## config.mk

```make
export PLATFORM = sky130hd
export DESIGN_NAME = sync_pulse_byte_receiver_top
export DESIGN_NICKNAME = d
export VERILOG_FILES = /design/src/hdl/spbr_pkg.sv /design/src/hdl/spbr_cfg_regs.sv /design/src/hdl/spbr_core.sv /design/src/hdl/sync_pulse_byte_receiver_top.sv
export SDC_FILE = /design/constraint.sdc
export NUM_CORES = 1
export LEC_CHECK = 0
export CAP_MARGIN = 20
export CORE_ASPECT_RATIO = 0.9
export CORE_MARGIN = 5
export CORE_UTILIZATION = 35
export CTS_BUF_LIST = sky130_fd_sc_hd__clkbuf_16
export CTS_CLUSTER_SIZE = 14
export DETAILED_ROUTE_END_ITERATION = 6
export DONT_BUFFER_PORTS = 1
export MAX_ROUTING_LAYER = met4
export PLACE_DENSITY = 0.52
export SLEW_MARGIN = 20
export SYNTH_ARGS = -nofsm -noshare
export SYNTH_HDL_FRONTEND = slang
export SYNTH_SLANG_ARGS = --single-unit
export TNS_END_PERCENT = 10
```

## constraint.sdc

```tcl
create_clock -name clk -period 4.7 [get_ports clk]
set_input_delay 0 -clock clk [delete_from_list [all_inputs] [get_ports clk]]
set_output_delay 0 -clock clk [all_outputs]
set_load 0.01 [all_outputs]
```

## src/hdl/spbr_pkg.sv

```systemverilog
// Shared types and constants for the sync pulse byte receiver.
`timescale 1ns / 1ps

package spbr_pkg;

  localparam int unsigned CfgIndexWidth = 2;
  localparam int unsigned CfgDataWidth  = 16;
  localparam int unsigned TickWidth     = 12;
  localparam int unsigned SearchWidth   = 16;
  localparam int unsigned ByteWidth     = 8;
  localparam int unsigned BitIndexWidth = 3;

  typedef enum logic [CfgIndexWidth-1:0] {
    CFG_SYNC_TICKS      = 2'd0,
    CFG_SYNC_MARGIN     = 2'd1,
    CFG_BIT_TICKS       = 2'd2,
    CFG_TIMEOUT_SAMPLES = 2'd3
  } cfg_index_t;

  localparam logic [TickWidth-1:0]   SYNC_TICKS_RESET      = 12'd150;
  localparam logic [TickWidth-1:0]   SYNC_MARGIN_RESET     = 12'd20;
  localparam logic [TickWidth-1:0]   BIT_TICKS_RESET       = 12'd100;
  localparam logic [SearchWidth-1:0] TIMEOUT_SAMPLES_RESET = 16'd8000;

  localparam logic [TickWidth-1:0]     PULSE_MAX = '1;
  localparam logic [BitIndexWidth-1:0] LAST_BIT  = '1;

  localparam logic KIND_DATA    = 1'b0;
  localparam logic KIND_TIMEOUT = 1'b1;

  typedef struct packed {
    logic [TickWidth-1:0]   sync_ticks;
    logic [TickWidth-1:0]   sync_margin;
    logic [TickWidth-1:0]   bit_ticks;
    logic [SearchWidth-1:0] timeout_samples;
  } cfg_t;

  typedef struct packed {
    logic                 emit;
    logic                 kind;
    logic [ByteWidth-1:0] data;
  } result_t;

endpackage

```

## src/hdl/spbr_cfg_regs.sv

```systemverilog
// Configuration register bank for the sync pulse byte receiver.
`timescale 1ns / 1ps

module spbr_cfg_regs
  import spbr_pkg::*;
(
  input  logic                     clk,
  input  logic                     rst,
  input  logic                     cfg_write,
  input  logic [CfgIndexWidth-1:0] cfg_index,
  input  logic [CfgDataWidth-1:0]  cfg_data,
  output cfg_t                     cfg
);

  always_ff @(posedge clk) begin
    if (rst) begin
      cfg.sync_ticks      <= SYNC_TICKS_RESET;
      cfg.sync_margin     <= SYNC_MARGIN_RESET;
      cfg.bit_ticks       <= BIT_TICKS_RESET;
      cfg.timeout_samples <= TIMEOUT_SAMPLES_RESET;
    end else if (cfg_write) begin
      unique case (cfg_index_t'(cfg_index))
        CFG_SYNC_TICKS:      cfg.sync_ticks      <= cfg_data[TickWidth-1:0];
        CFG_SYNC_MARGIN:     cfg.sync_margin     <= cfg_data[TickWidth-1:0];
        CFG_BIT_TICKS:       cfg.bit_ticks       <= cfg_data[TickWidth-1:0];
        CFG_TIMEOUT_SAMPLES: cfg.timeout_samples <= cfg_data[SearchWidth-1:0];
        default: ;
      endcase
    end
  end

endmodule

```

## src/hdl/spbr_core.sv

```systemverilog
// Sync search and data bit sampling state, advanced once per line sample.
`timescale 1ns / 1ps

module spbr_core
  import spbr_pkg::*;
(
  input  logic    clk,
  input  logic    rst,
  input  logic    fire,
  input  logic    level,
  input  cfg_t    cfg,
  output result_t res
);

  logic                     receiving, receiving_next;
  logic                     prev_level, prev_level_next;
  logic                     prev_valid, prev_valid_next;
  logic                     rise_seen, rise_seen_next;
  logic [TickWidth-1:0]     pulse_count, pulse_count_next;
  logic [SearchWidth-1:0]   search_count, search_count_next;
  logic [TickWidth-1:0]     bit_timer, bit_timer_next;
  logic [BitIndexWidth-1:0] bit_index, bit_index_next;
  logic [ByteWidth-1:0]     shift_bits, shift_bits_next;

  logic                   rising, falling;
  logic [TickWidth:0]     timer_inc;
  logic [TickWidth:0]     diff;
  logic [TickWidth-1:0]   abs_diff;
  logic [SearchWidth-1:0] search_inc;
  logic [ByteWidth-1:0]   shifted;

  always_comb begin
    receiving_next    = receiving;
    prev_level_next   = prev_level;
    prev_valid_next   = prev_valid;
    rise_seen_next    = rise_seen;
    pulse_count_next  = pulse_count;
    search_count_next = search_count;
    bit_timer_next    = bit_timer;
    bit_index_next    = bit_index;
    shift_bits_next   = shift_bits;
    res               = '0;

    rising     = prev_valid && !prev_level && level;
    falling    = prev_valid && prev_level && !level;
    timer_inc  = {1'b0, bit_timer} + 1'b1;
    shifted    = {shift_bits[ByteWidth-2:0], level};
    search_inc = search_count + 1'b1;
    diff       = '0;
    abs_diff   = '0;

    if (receiving) begin
      // A bit period of zero compares true on every tick, same as one.
      if (timer_inc >= {1'b0, cfg.bit_ticks}) begin
        bit_timer_next  = '0;
        shift_bits_next = shifted;
        if (bit_index == LAST_BIT) begin
          res.emit          = 1'b1;
          res.kind          = KIND_DATA;
          res.data          = shifted;
          receiving_next    = 1'b0;
          prev_level_next   = 1'b0;
          prev_valid_next   = 1'b0;
          rise_seen_next    = 1'b0;
          pulse_count_next  = '0;
          search_count_next = '0;
          bit_index_next    = '0;
          shift_bits_next   = '0;
        end else begin
          bit_index_next = bit_index + 1'b1;
        end
      end else begin
        bit_timer_next = timer_inc[TickWidth-1:0];
      end
    end else begin
      if (rising) begin
        rise_seen_next   = 1'b1;
        pulse_count_next = '0;
      end else if (pulse_count != PULSE_MAX) begin
        pulse_count_next = pulse_count + 1'b1;
      end
      prev_level_next = level;
      prev_valid_next = 1'b1;

      diff     = {1'b0, pulse_count_next} - {1'b0, cfg.sync_ticks};
      abs_diff = diff[TickWidth] ? TickWidth'(-diff) : diff[TickWidth-1:0];

      if (falling && rise_seen && (abs_diff < cfg.sync_margin)) begin
        // Sync found: this sample is not counted against the search.
        receiving_next  = 1'b1;
        bit_timer_next  = '0;
        bit_index_next  = '0;
        shift_bits_next = '0;
      end else begin
        search_count_next = search_inc;
        if (search_inc >= cfg.timeout_samples) begin
          res.emit          = 1'b1;
          res.kind          = KIND_TIMEOUT;
          res.data          = '0;
          prev_level_next   = 1'b0;
          prev_valid_next   = 1'b0;
          rise_seen_next    = 1'b0;
          pulse_count_next  = '0;
          search_count_next = '0;
        end
      end
    end
  end

  always_ff @(posedge clk) begin
    if (rst) begin
      receiving    <= 1'b0;
      prev_level   <= 1'b0;
      prev_valid   <= 1'b0;
      rise_seen    <= 1'b0;
      pulse_count  <= '0;
      search_count <= '0;
      bit_timer    <= '0;
      bit_index    <= '0;
      shift_bits   <= '0;
    end else if (fire) begin
      receiving    <= receiving_next;
      prev_level   <= prev_level_next;
      prev_valid   <= prev_valid_next;
      rise_seen    <= rise_seen_next;
      pulse_count  <= pulse_count_next;
      search_count <= search_count_next;
      bit_timer    <= bit_timer_next;
      bit_index    <= bit_index_next;
      shift_bits   <= shift_bits_next;
    end
  end

endmodule

```

## src/hdl/sync_pulse_byte_receiver_top.sv

```systemverilog
// Top level of the sync pulse byte receiver: sample register, core and result register.
`timescale 1ns / 1ps

// One line sample is taken per cycle while the result side does not stall. A sample is
// captured in the input register; the core advances its search or bit sampling state
// from it when the result side is ready, and any result (a data byte or a search
// timeout) is written to the output register in that same cycle. A stalled result
// holds the core, and the input register then holds one more sample before
// sample_stall rises. Configuration registers are written with cfg_write and take
// effect for the next sample processed.
module sync_pulse_byte_receiver_top
  import spbr_pkg::*;
(
  input  logic                     clk,
  input  logic                     rst,
  input  logic                     sample_valid,
  output logic                     sample_stall,
  input  logic                     line_level,
  output logic                     result_valid,
  input  logic                     result_stall,
  output logic                     result_kind,
  output logic [ByteWidth-1:0]     data_byte,
  input  logic                     cfg_write,
  input  logic [CfgIndexWidth-1:0] cfg_index,
  input  logic [CfgDataWidth-1:0]  cfg_data
);

  cfg_t    cfg;
  result_t res;

  logic sample_full;
  logic sample_level;
  logic out_ready;
  logic fire;
  logic accept;

  assign out_ready    = !result_valid || !result_stall;
  assign fire         = sample_full && out_ready;
  assign sample_stall = sample_full && !out_ready;
  assign accept       = sample_valid && !sample_stall;

  spbr_cfg_regs u_cfg_regs (
    .clk       (clk),
    .rst       (rst),
    .cfg_write (cfg_write),
    .cfg_index (cfg_index),
    .cfg_data  (cfg_data),
    .cfg       (cfg)
  );

  spbr_core u_core (
    .clk   (clk),
    .rst   (rst),
    .fire  (fire),
    .level (sample_level),
    .cfg   (cfg),
    .res   (res)
  );

  always_ff @(posedge clk) begin
    if (rst) begin
      sample_full <= 1'b0;
    end else if (accept) begin
      sample_full <= 1'b1;
    end else if (fire) begin
      sample_full <= 1'b0;
    end
  end

  always_ff @(posedge clk) begin
    if (accept) begin
      sample_level <= line_level;
    end
  end

  always_ff @(posedge clk) begin
    if (rst) begin
      result_valid <= 1'b0;
    end else if (out_ready) begin
      result_valid <= fire && res.emit;
    end
  end

  always_ff @(posedge clk) begin
    if (fire && res.emit) begin
      result_kind <= res.kind;
      data_byte   <= res.data;
    end
  end

endmodule

```

==> impl_metrics.json, run 1 <==
{
  "cap_violations": 0,
  "cp_slowest_cell": "fa_2",
  "pre_cts_ws_ns": -0.467,
  "cts_inserted_buffers": 17,
  "regArea_um2": 2470,
  "setup_viol_count_final": 60,
  "drv_slew": 0,
  "grt_pass1_wl_um": 30600,
  "grt_overflow": 0,
  "core.rowCount": 49,
  "whs_ns": 0.0168,
  "pin_count": 35,
  "htreeDepth": 4,
  "synth-edff-count": 10,
  "violations": "setup timing",
  "fin_crit_ns": 4.96,
  "hp-class": "input pin to flop",
  "fin_nets": 1046,
  "crit_path_start_kind": "flop",
  "area_delta_synth_final_pct": 27.6,
  "ir_drop_v": 0.000205,
  "clk_latency_ns": 0.42,
  "cp_max_fo": 8,
  "max_stage_delay_ns": 0.39,
  "multi_input_area_um2": 4330,
  "grt_antenna_before_repair": 4,
  "min_path_cells": 3,
  "mostFrequentLayoutCell": "nand2_1",
  "final_cells": 1236,
  "dr.pass1.iters": 5,
  "layout_setup_ws_ns": -0.255,
  "grt_pass1_vias": 6086,
  "worst_setup_path_end_kind": "flop",
  "die-area_um2": 23000,
  "fmax_mhz": 202,
  "via_count": 6093,
  "clkSinkCount": 118,
  "ant_nets": 0,
  "grt_max_degree": 104,
  "clkSlewWorstSetupHoldPaths_ns": 0.06,
  "yosys_most_used_dff": "dfxtp_1",
  "synth-seq-cells": 118,
  "final_area_um2": 8970,
  "clockBufferDepth": 2,
  "crit_required_ns": 5.03,
  "place_area_um2": 7790,
  "drc": 0,
  "yosysSeqAreaShare_pct": 35.0,
  "cts_tree": "yes",
  "ys_types": 70,
  "dp_cells": 1163,
  "final-hold-violation-count": 0,
  "async_flop_share_pct": 0,
  "nFillCells": 1970,
  "port_buffers": 0,
  "worstSetupPathType": "flop to flop",
  "core-area_um2": 19900,
  "post-route-period-util_pct": 105,
  "power_density_nw_per_um2": 288,
  "grtUsageTotal_pct": 16.9,
  "place.gp.congestion": 0.900,
  "drive_gt1_share_pct": 18.5,
  "wl_per_cell_um": 14.7,
  "maxSlewHeadroom_pct": 33.9,
  "finalWirelength_um": 18100,
  "final_cell_mix": "nand2_1, dfxtp_1, a21oi_1, buf_4, inv_1",
  "syn_inst": 871,
  "start_util_pct": 35.4,
  "leakagePower_nw": 3.63,
  "yosysWarnings": 0,
  "cts-root-buf": "clkbuf_16",
  "cp.arrival_ns": 5.29,
  "vias_per_cell": 4.93,
  "die_w_um": 159,
  "syn_nets": 953,
  "power_mw": 2.59,
  "netlist_area_um2": 7030,
  "synth_area_per_cell_um2": 8.08,
  "grt_setup_unrepaired": "yes",
  "ff2ff_path_depth": 28,
  "dp_hpwl_um": 12800,
  "dr.first_iter.drc_count": 375,
  "die_h_um": 144,
  "outcome": "complete, but fails checks",
  "finalClockSkew_ns": 0.00957,
  "worstMarginPinSlew_ns": 0.990
}
## cells in the mapped netlist (13+ instances only)
| library cell | number | area share [%] |
|---|---|---|
| a211o_1 | 13 | 1.6 |
| o21ai_0 | 34 | 2.4 |
| nand2_1 | 129 | 6.9 |
| ha_1 | 57 | 10 |
| clkbuf_1 | 23 | 1.2 |
| a21oi_1 | 91 | 6.5 |
| nor2_1 | 61 | 3.3 |
| and3_1 | 15 | 1.3 |
| xor2_1 | 22 | 2.7 |
| xnor2_1 | 27 | 3.4 |
| dfxtp_1 | 108 | 31 |
| nand2b_1 | 17 | 1.5 |
| inv_1 | 68 | 3.6 |
| nand3_1 | 40 | 2.8 |
## path summary, 6_finish.rpt
| path | startpoint | to | slack [ns] |
|---|---|---|---|
| min reg2reg | u_cfg_regs.cfg[34]$_SDFFE_PP0P_ | u_cfg_regs.cfg[34]$_SDFFE_PP0P_ | 0.46 |
| min | cfg_index[0] | u_cfg_regs.cfg[48]$_SDFFE_PP0P_ | 0.02 |
| max reg2reg | u_core.pulse_count[4]$_SDFFE_PP0P_ | u_core.search_count[3]$_SDFFE_PP0P_ | -0.26 |
| max | u_core.pulse_count[4]$_SDFFE_PP0P_ | u_core.search_count[3]$_SDFFE_PP0P_ | -0.26 |
## per-stage QoR
stage	TNS (ns)	util, %
after floorplan	0	-
after global placement	-15.47	39.2
after detailed placement	-20.70	39.2
after CTS	-9.73	44.4
after global routing	-27.78	45.2
final	-9.18	45.2
## cells by family after synthesis
group	share of synthesized area (%)
AO/OA/AOI/OAI	17.6
XOR/XNOR	6.33
adder cells (fa/ha/maj)	10.4
buffers and inverters	6.71
flip-flops	35.0
multiplexers	0.142
AND/OR/NAND/NOR	23.8
## registers in the layout, indices dropped and copies added, names as in the netlist
signal and flops:
u_cfg_regs.cfg 52, data_byte 8, u_core.rise_seen 1, u_core.pulse_count 12
u_core.bit_index 3, u_core.prev_level 1, u_core.shift_bits 7, sample_level 1
u_core.receiving 1, u_core.prev_valid 1, result_valid 1, result_kind 1
u_core.search_count 16, u_core.bit_timer 12, sample_full 1
## layer usage
| layer | track usage (%) | part of all wire, % | vias up |
|---|---|---|---|
| met1 | 21.5 | 50 | 2775 |
| met5 | - | 0 | - |
| met2 | 26.1 | 44 | 87 |
| li1 | - | - | 3206 |
| met3 | 4.50 | 4.2 | 25 |
| met4 | 5.92 | 2.3 | 0 |
## area by class of cell
cell class	count	share of cell area, %
Clock inverter	15	1.69
Inverter	68	2.84
Timing Repair Buffer	112	11.4
Antenna cell	4	0.112
Multi-Input combinational cell	647	48.2
Tap cell	255	3.55
Clock buffer	17	4.74
Sequential cell	118	27.5
## critical path: cells and delay by family, from the launching register on
| kind | cells | cell delay, ns |
|---|---|---|
| xor+xnor | 1 | 0.13 |
| compound gates | 8 | 1.38 |
| buf+inv | 5 | 0.67 |
| flops | 1 | 0.32 |
| mux | 1 | 0.14 |
| fa+ha+maj | 2 | 0.67 |
| simple gates | 11 | 1.54 |
## power by group
part / leakage [nW] / switching, mW / total [mW] / internal, mW
sequential: 0.990 / 0.0111 / 1.04 / 1.03
clock: 0.279 / 0.507 / 1.29 / 0.781
combinational: 2.36 / 0.138 / 0.254 / 0.116
total: 3.63 / 0.656 / 2.59 / 1.93
## repair_timing
action | in CTS | in global routing
endpoints found under the setup margin | 64 | 64
endpoints found under the hold margin | 98 | 0
buffers inserted | 7 | 3
gates resized for setup | 22 | 29
hold buffers | 27 | 0
pin swaps | 16 | 14
Power figures use the tool's default switching activity.
==> run 2, diff against run 1 <==
MAX_ROUTING_LAYER = not set   (was met4)
SYNTH_HIERARCHICAL = 1   (was not set)
==> impl_metrics.json, run 2 <==
{
  "outcome": "complete, but fails checks",
  "violations": "hold timing, setup timing",
  "clk_latency_ns": 0.42,
  "finalCoreUtilization_pct": 44.7,
  "critPathBufInv": 2,
  "clockBufferDepth": 2,
  "layout_setup_ws_ns": -0.259,
  "crit_required_ns": 5.01,
  "pre_cts_ws_ns": -0.471,
  "r2r_setup_slack_ns": -0.26,
  "drc": 0,
  "min_path_cells": 2,
  "final_cell_mix": "dfxtp_1, nor2_1, buf_4, inv_1, mux2i_1",
  "synth_commonest_cells": "dfxtp_1, nor2_1, inv_1, mux2i_1, ha_1",
  "port_buffers": 0,
  "synth_top_area_share_pct": 29.7,
  "tns_ns": -9.78,
  "worst_setup_path_end_kind": "flop",
  "antenna_cells": 0,
  "hold_path_end": "data_byte[0]$_DFFE_PP_",
  "r2r-start": "u_core/pulse_count[1]$_SDFFE_PP0P_",
  "yosysWarnings": 6,
  "pin_count": 35,
  "setup_viol_count_final": 57,
  "min-delay-start": "result_stall",
  "grt_pass1_wl_um": 29900,
  "largest_reg_flops": 52,
  "netlist_area_um2": 7280,
  "syn_nets": 931,
  "maxSlewHeadroom_pct": 42.5,
  "cts_hold_repair.buffers": 31,
  "reg2reg_to": "u_core/search_count[15]$_SDFFE_PP0P_",
  "cts-root-buf": "clkbuf_16",
  "power_mw": 2.58,
  "finalWirelength_um": 18300,
  "syn_inst": 849,
  "die_w_um": 162,
  "cts_tree": "yes",
  "ant_nets": 0,
  "yosys_most_used_dff": "dfxtp_1",
  "cp_slowest_cell": "fa_2",
  "finalClockSkew_ns": 0.00989,
  "vias_per_cell": 4.96,
  "cap_violations": 0,
  "ff2ff_path_depth": 27,
  "async_flop_share_pct": 0,
  "fin_nets": 1033,
  "synth-simple-area-share_pct": 22.2,
  "worstMarginPinSlew_ns": 0.856,
  "grtUsageMet3_pct": 3.56,
  "top_usage_layer": "met1",
  "dr.pass1.iters": 5,
  "grt_overflow": 0,
  "core.rowCount": 50,
  "crit_path_start_kind": "flop",
  "synth-seq-cells": 118,
  "yosysSeqAreaShare_pct": 33.8,
  "die-area_um2": 23800,
  "grt_antenna_before_repair": 1,
  "dp_hpwl_um": 13000,
  "drv_slew": 0,
  "grtUsageTotal_pct": 15.5,
  "fin_crit_ns": 4.96,
  "whs_ns": -0.0770,
  "die_h_um": 147,
  "synth_area_per_cell_um2": 8.57,
  "cts_inserted_buffers": 17,
  "max_stage_delay_ns": 0.37,
  "synth_top_area_cell": "dfxtp_1",
  "core-area_um2": 20600,
  "ir_drop_v": 0.000253,
  "grt_util_met2_pct": 22.6,
  "final-hold-violation-count": 9,
  "synth_compound_area_share_pct": 13.3,
  "htreeDepth": 4,
  "synth_mux_area_share_pct": 7.98,
  "leakagePower_nw": 3.90,
  "synth_top_family_by_area": "simple AND/OR/NAND/NOR gates",
  "worstSetupPathType": "flop to flop",
  "cp_max_fo": 11,
  "via_count": 6077,
  "wl_per_cell_um": 14.9,
  "ys_types": 68,
  "fmax_mhz": 202,
  "mostFrequentLayoutCell": "dfxtp_1",
  "start_util_pct": 35.3,
  "grt_pass1_vias": 5781,
  "power_density_nw_per_um2": 280,
  "synth_area_leaders": "dfxtp_1, ha_1, mux2i_1",
  "area_delta_synth_final_pct": 26.7,
  "synth-xor-area-share_pct": 5.78,
  "grt_use_met1_pct": 22.9,
  "clkSlewWorstSetupHoldPaths_ns": 0.06,
  "drive_gt1_share_pct": 18.3,
  "cp.arrival_ns": 5.27,
  "synth-edff-count": 10,
  "synth_adder_area_share_pct": 10.1,
  "reg_top3": "u_cfg_regs/cfg (52), u_core/search_count (16)",
  "dr.first_iter.drc_count": 285,
  "top_register": "u_cfg_regs/cfg",
  "grt_setup_unrepaired": "yes",
  "yosysMostFrequentCell": "dfxtp_1",
  "path_delay_family": "compound AO/OA/AOI/OAI gates",
  "place.gp.congestion": 0.817,
  "clkSinkCount": 118,
  "grt_max_degree": 110,
  "hp-class": "input pin to flop",
  "post-route-period-util_pct": 106
}
[run 2: cell count changes in the layout (fill, tap and decap cells not counted), sizes merged, moves of 10 or more]
cell,delta
nor2,+27
nand2,-79
and2,-11
a21o,+10
and3,-12
mux2i,+57
a21oi,-52
a211o,-11
nand2b,+39
[run 2: cell type report]
class / instances / area, um2
Inverter: 74 / 278
Timing Repair Buffer: 120 / 1050
Fill cell: 2040 / 11400
Sequential cell: 118 / 2470
Multi-Input combinational cell: 620 / 4500
Clock inverter: 13 / 118
Tap cell: 260 / 325
Clock buffer: 19 / 475
[run 2: where the power goes]
group	total [mW]	leakage, nW	switching (mW)	internal, mW
combinational	0.248	2.67	0.128	0.120
sequential	1.04	0.949	0.0128	1.03
clock	1.29	0.286	0.498	0.793
total	2.58	3.90	0.639	1.95
[run 2: how the worst max path moves through the flow]
stage | to | cells after the start | start
after global placement | data_byte[7]$_DFFE_PP_ | 28 | u_core/pulse_count[1]$_SDFFE_PP0P_
after CTS | data_byte[2]$_DFFE_PP_ | 29 | u_core/pulse_count[1]$_SDFFE_PP0P_
after detailed placement | data_byte[7]$_DFFE_PP_ | 28 | u_core/pulse_count[1]$_SDFFE_PP0P_
final | u_core/search_count[15]$_SDFFE_PP0P_ | 27 | u_core/pulse_count[1]$_SDFFE_PP0P_
after floorplan | data_byte[0]$_DFFE_PP_ | 27 | u_core/pulse_count[1]$_SDFFE_PP0P_
after global routing | data_byte[2]$_DFFE_PP_ | 28 | u_core/pulse_count[1]$_SDFFE_PP0P_
[run 2: layer usage]
layer / up-vias / routed length, um
met5: - / 0
met1: 2799 / 9640
met2: 112 / 7680
met4: 0 / 165
met3: 10 / 807
li1: 3156 / -
[run 2: cell families after synthesis]
group,count (synthesis)
adders and majority gates,58
AOI/OAI and AO/OA,144
muxes,58
DFF,118
and+or+nand+nor,312
buffers and inverters,111
xor gates and xnor gates,48
[run 2: through the flow]
step,std cells,cell area [um2]
after floorplan,849,7380
after global placement,1158,8150
after detailed placement,1158,8150
after CTS,1223,9160
after global routing,1224,9220
final,1224,9220
[run 2: repair_timing]
item | in CTS | in global routing
pin swaps | 6 | 5
buffers inserted | 2 | 1
setup endpoints to repair | 64 | 64
endpoints found under the hold margin | 98 | 9
resized for setup | 17 | 19
gates cloned | 0 | 0
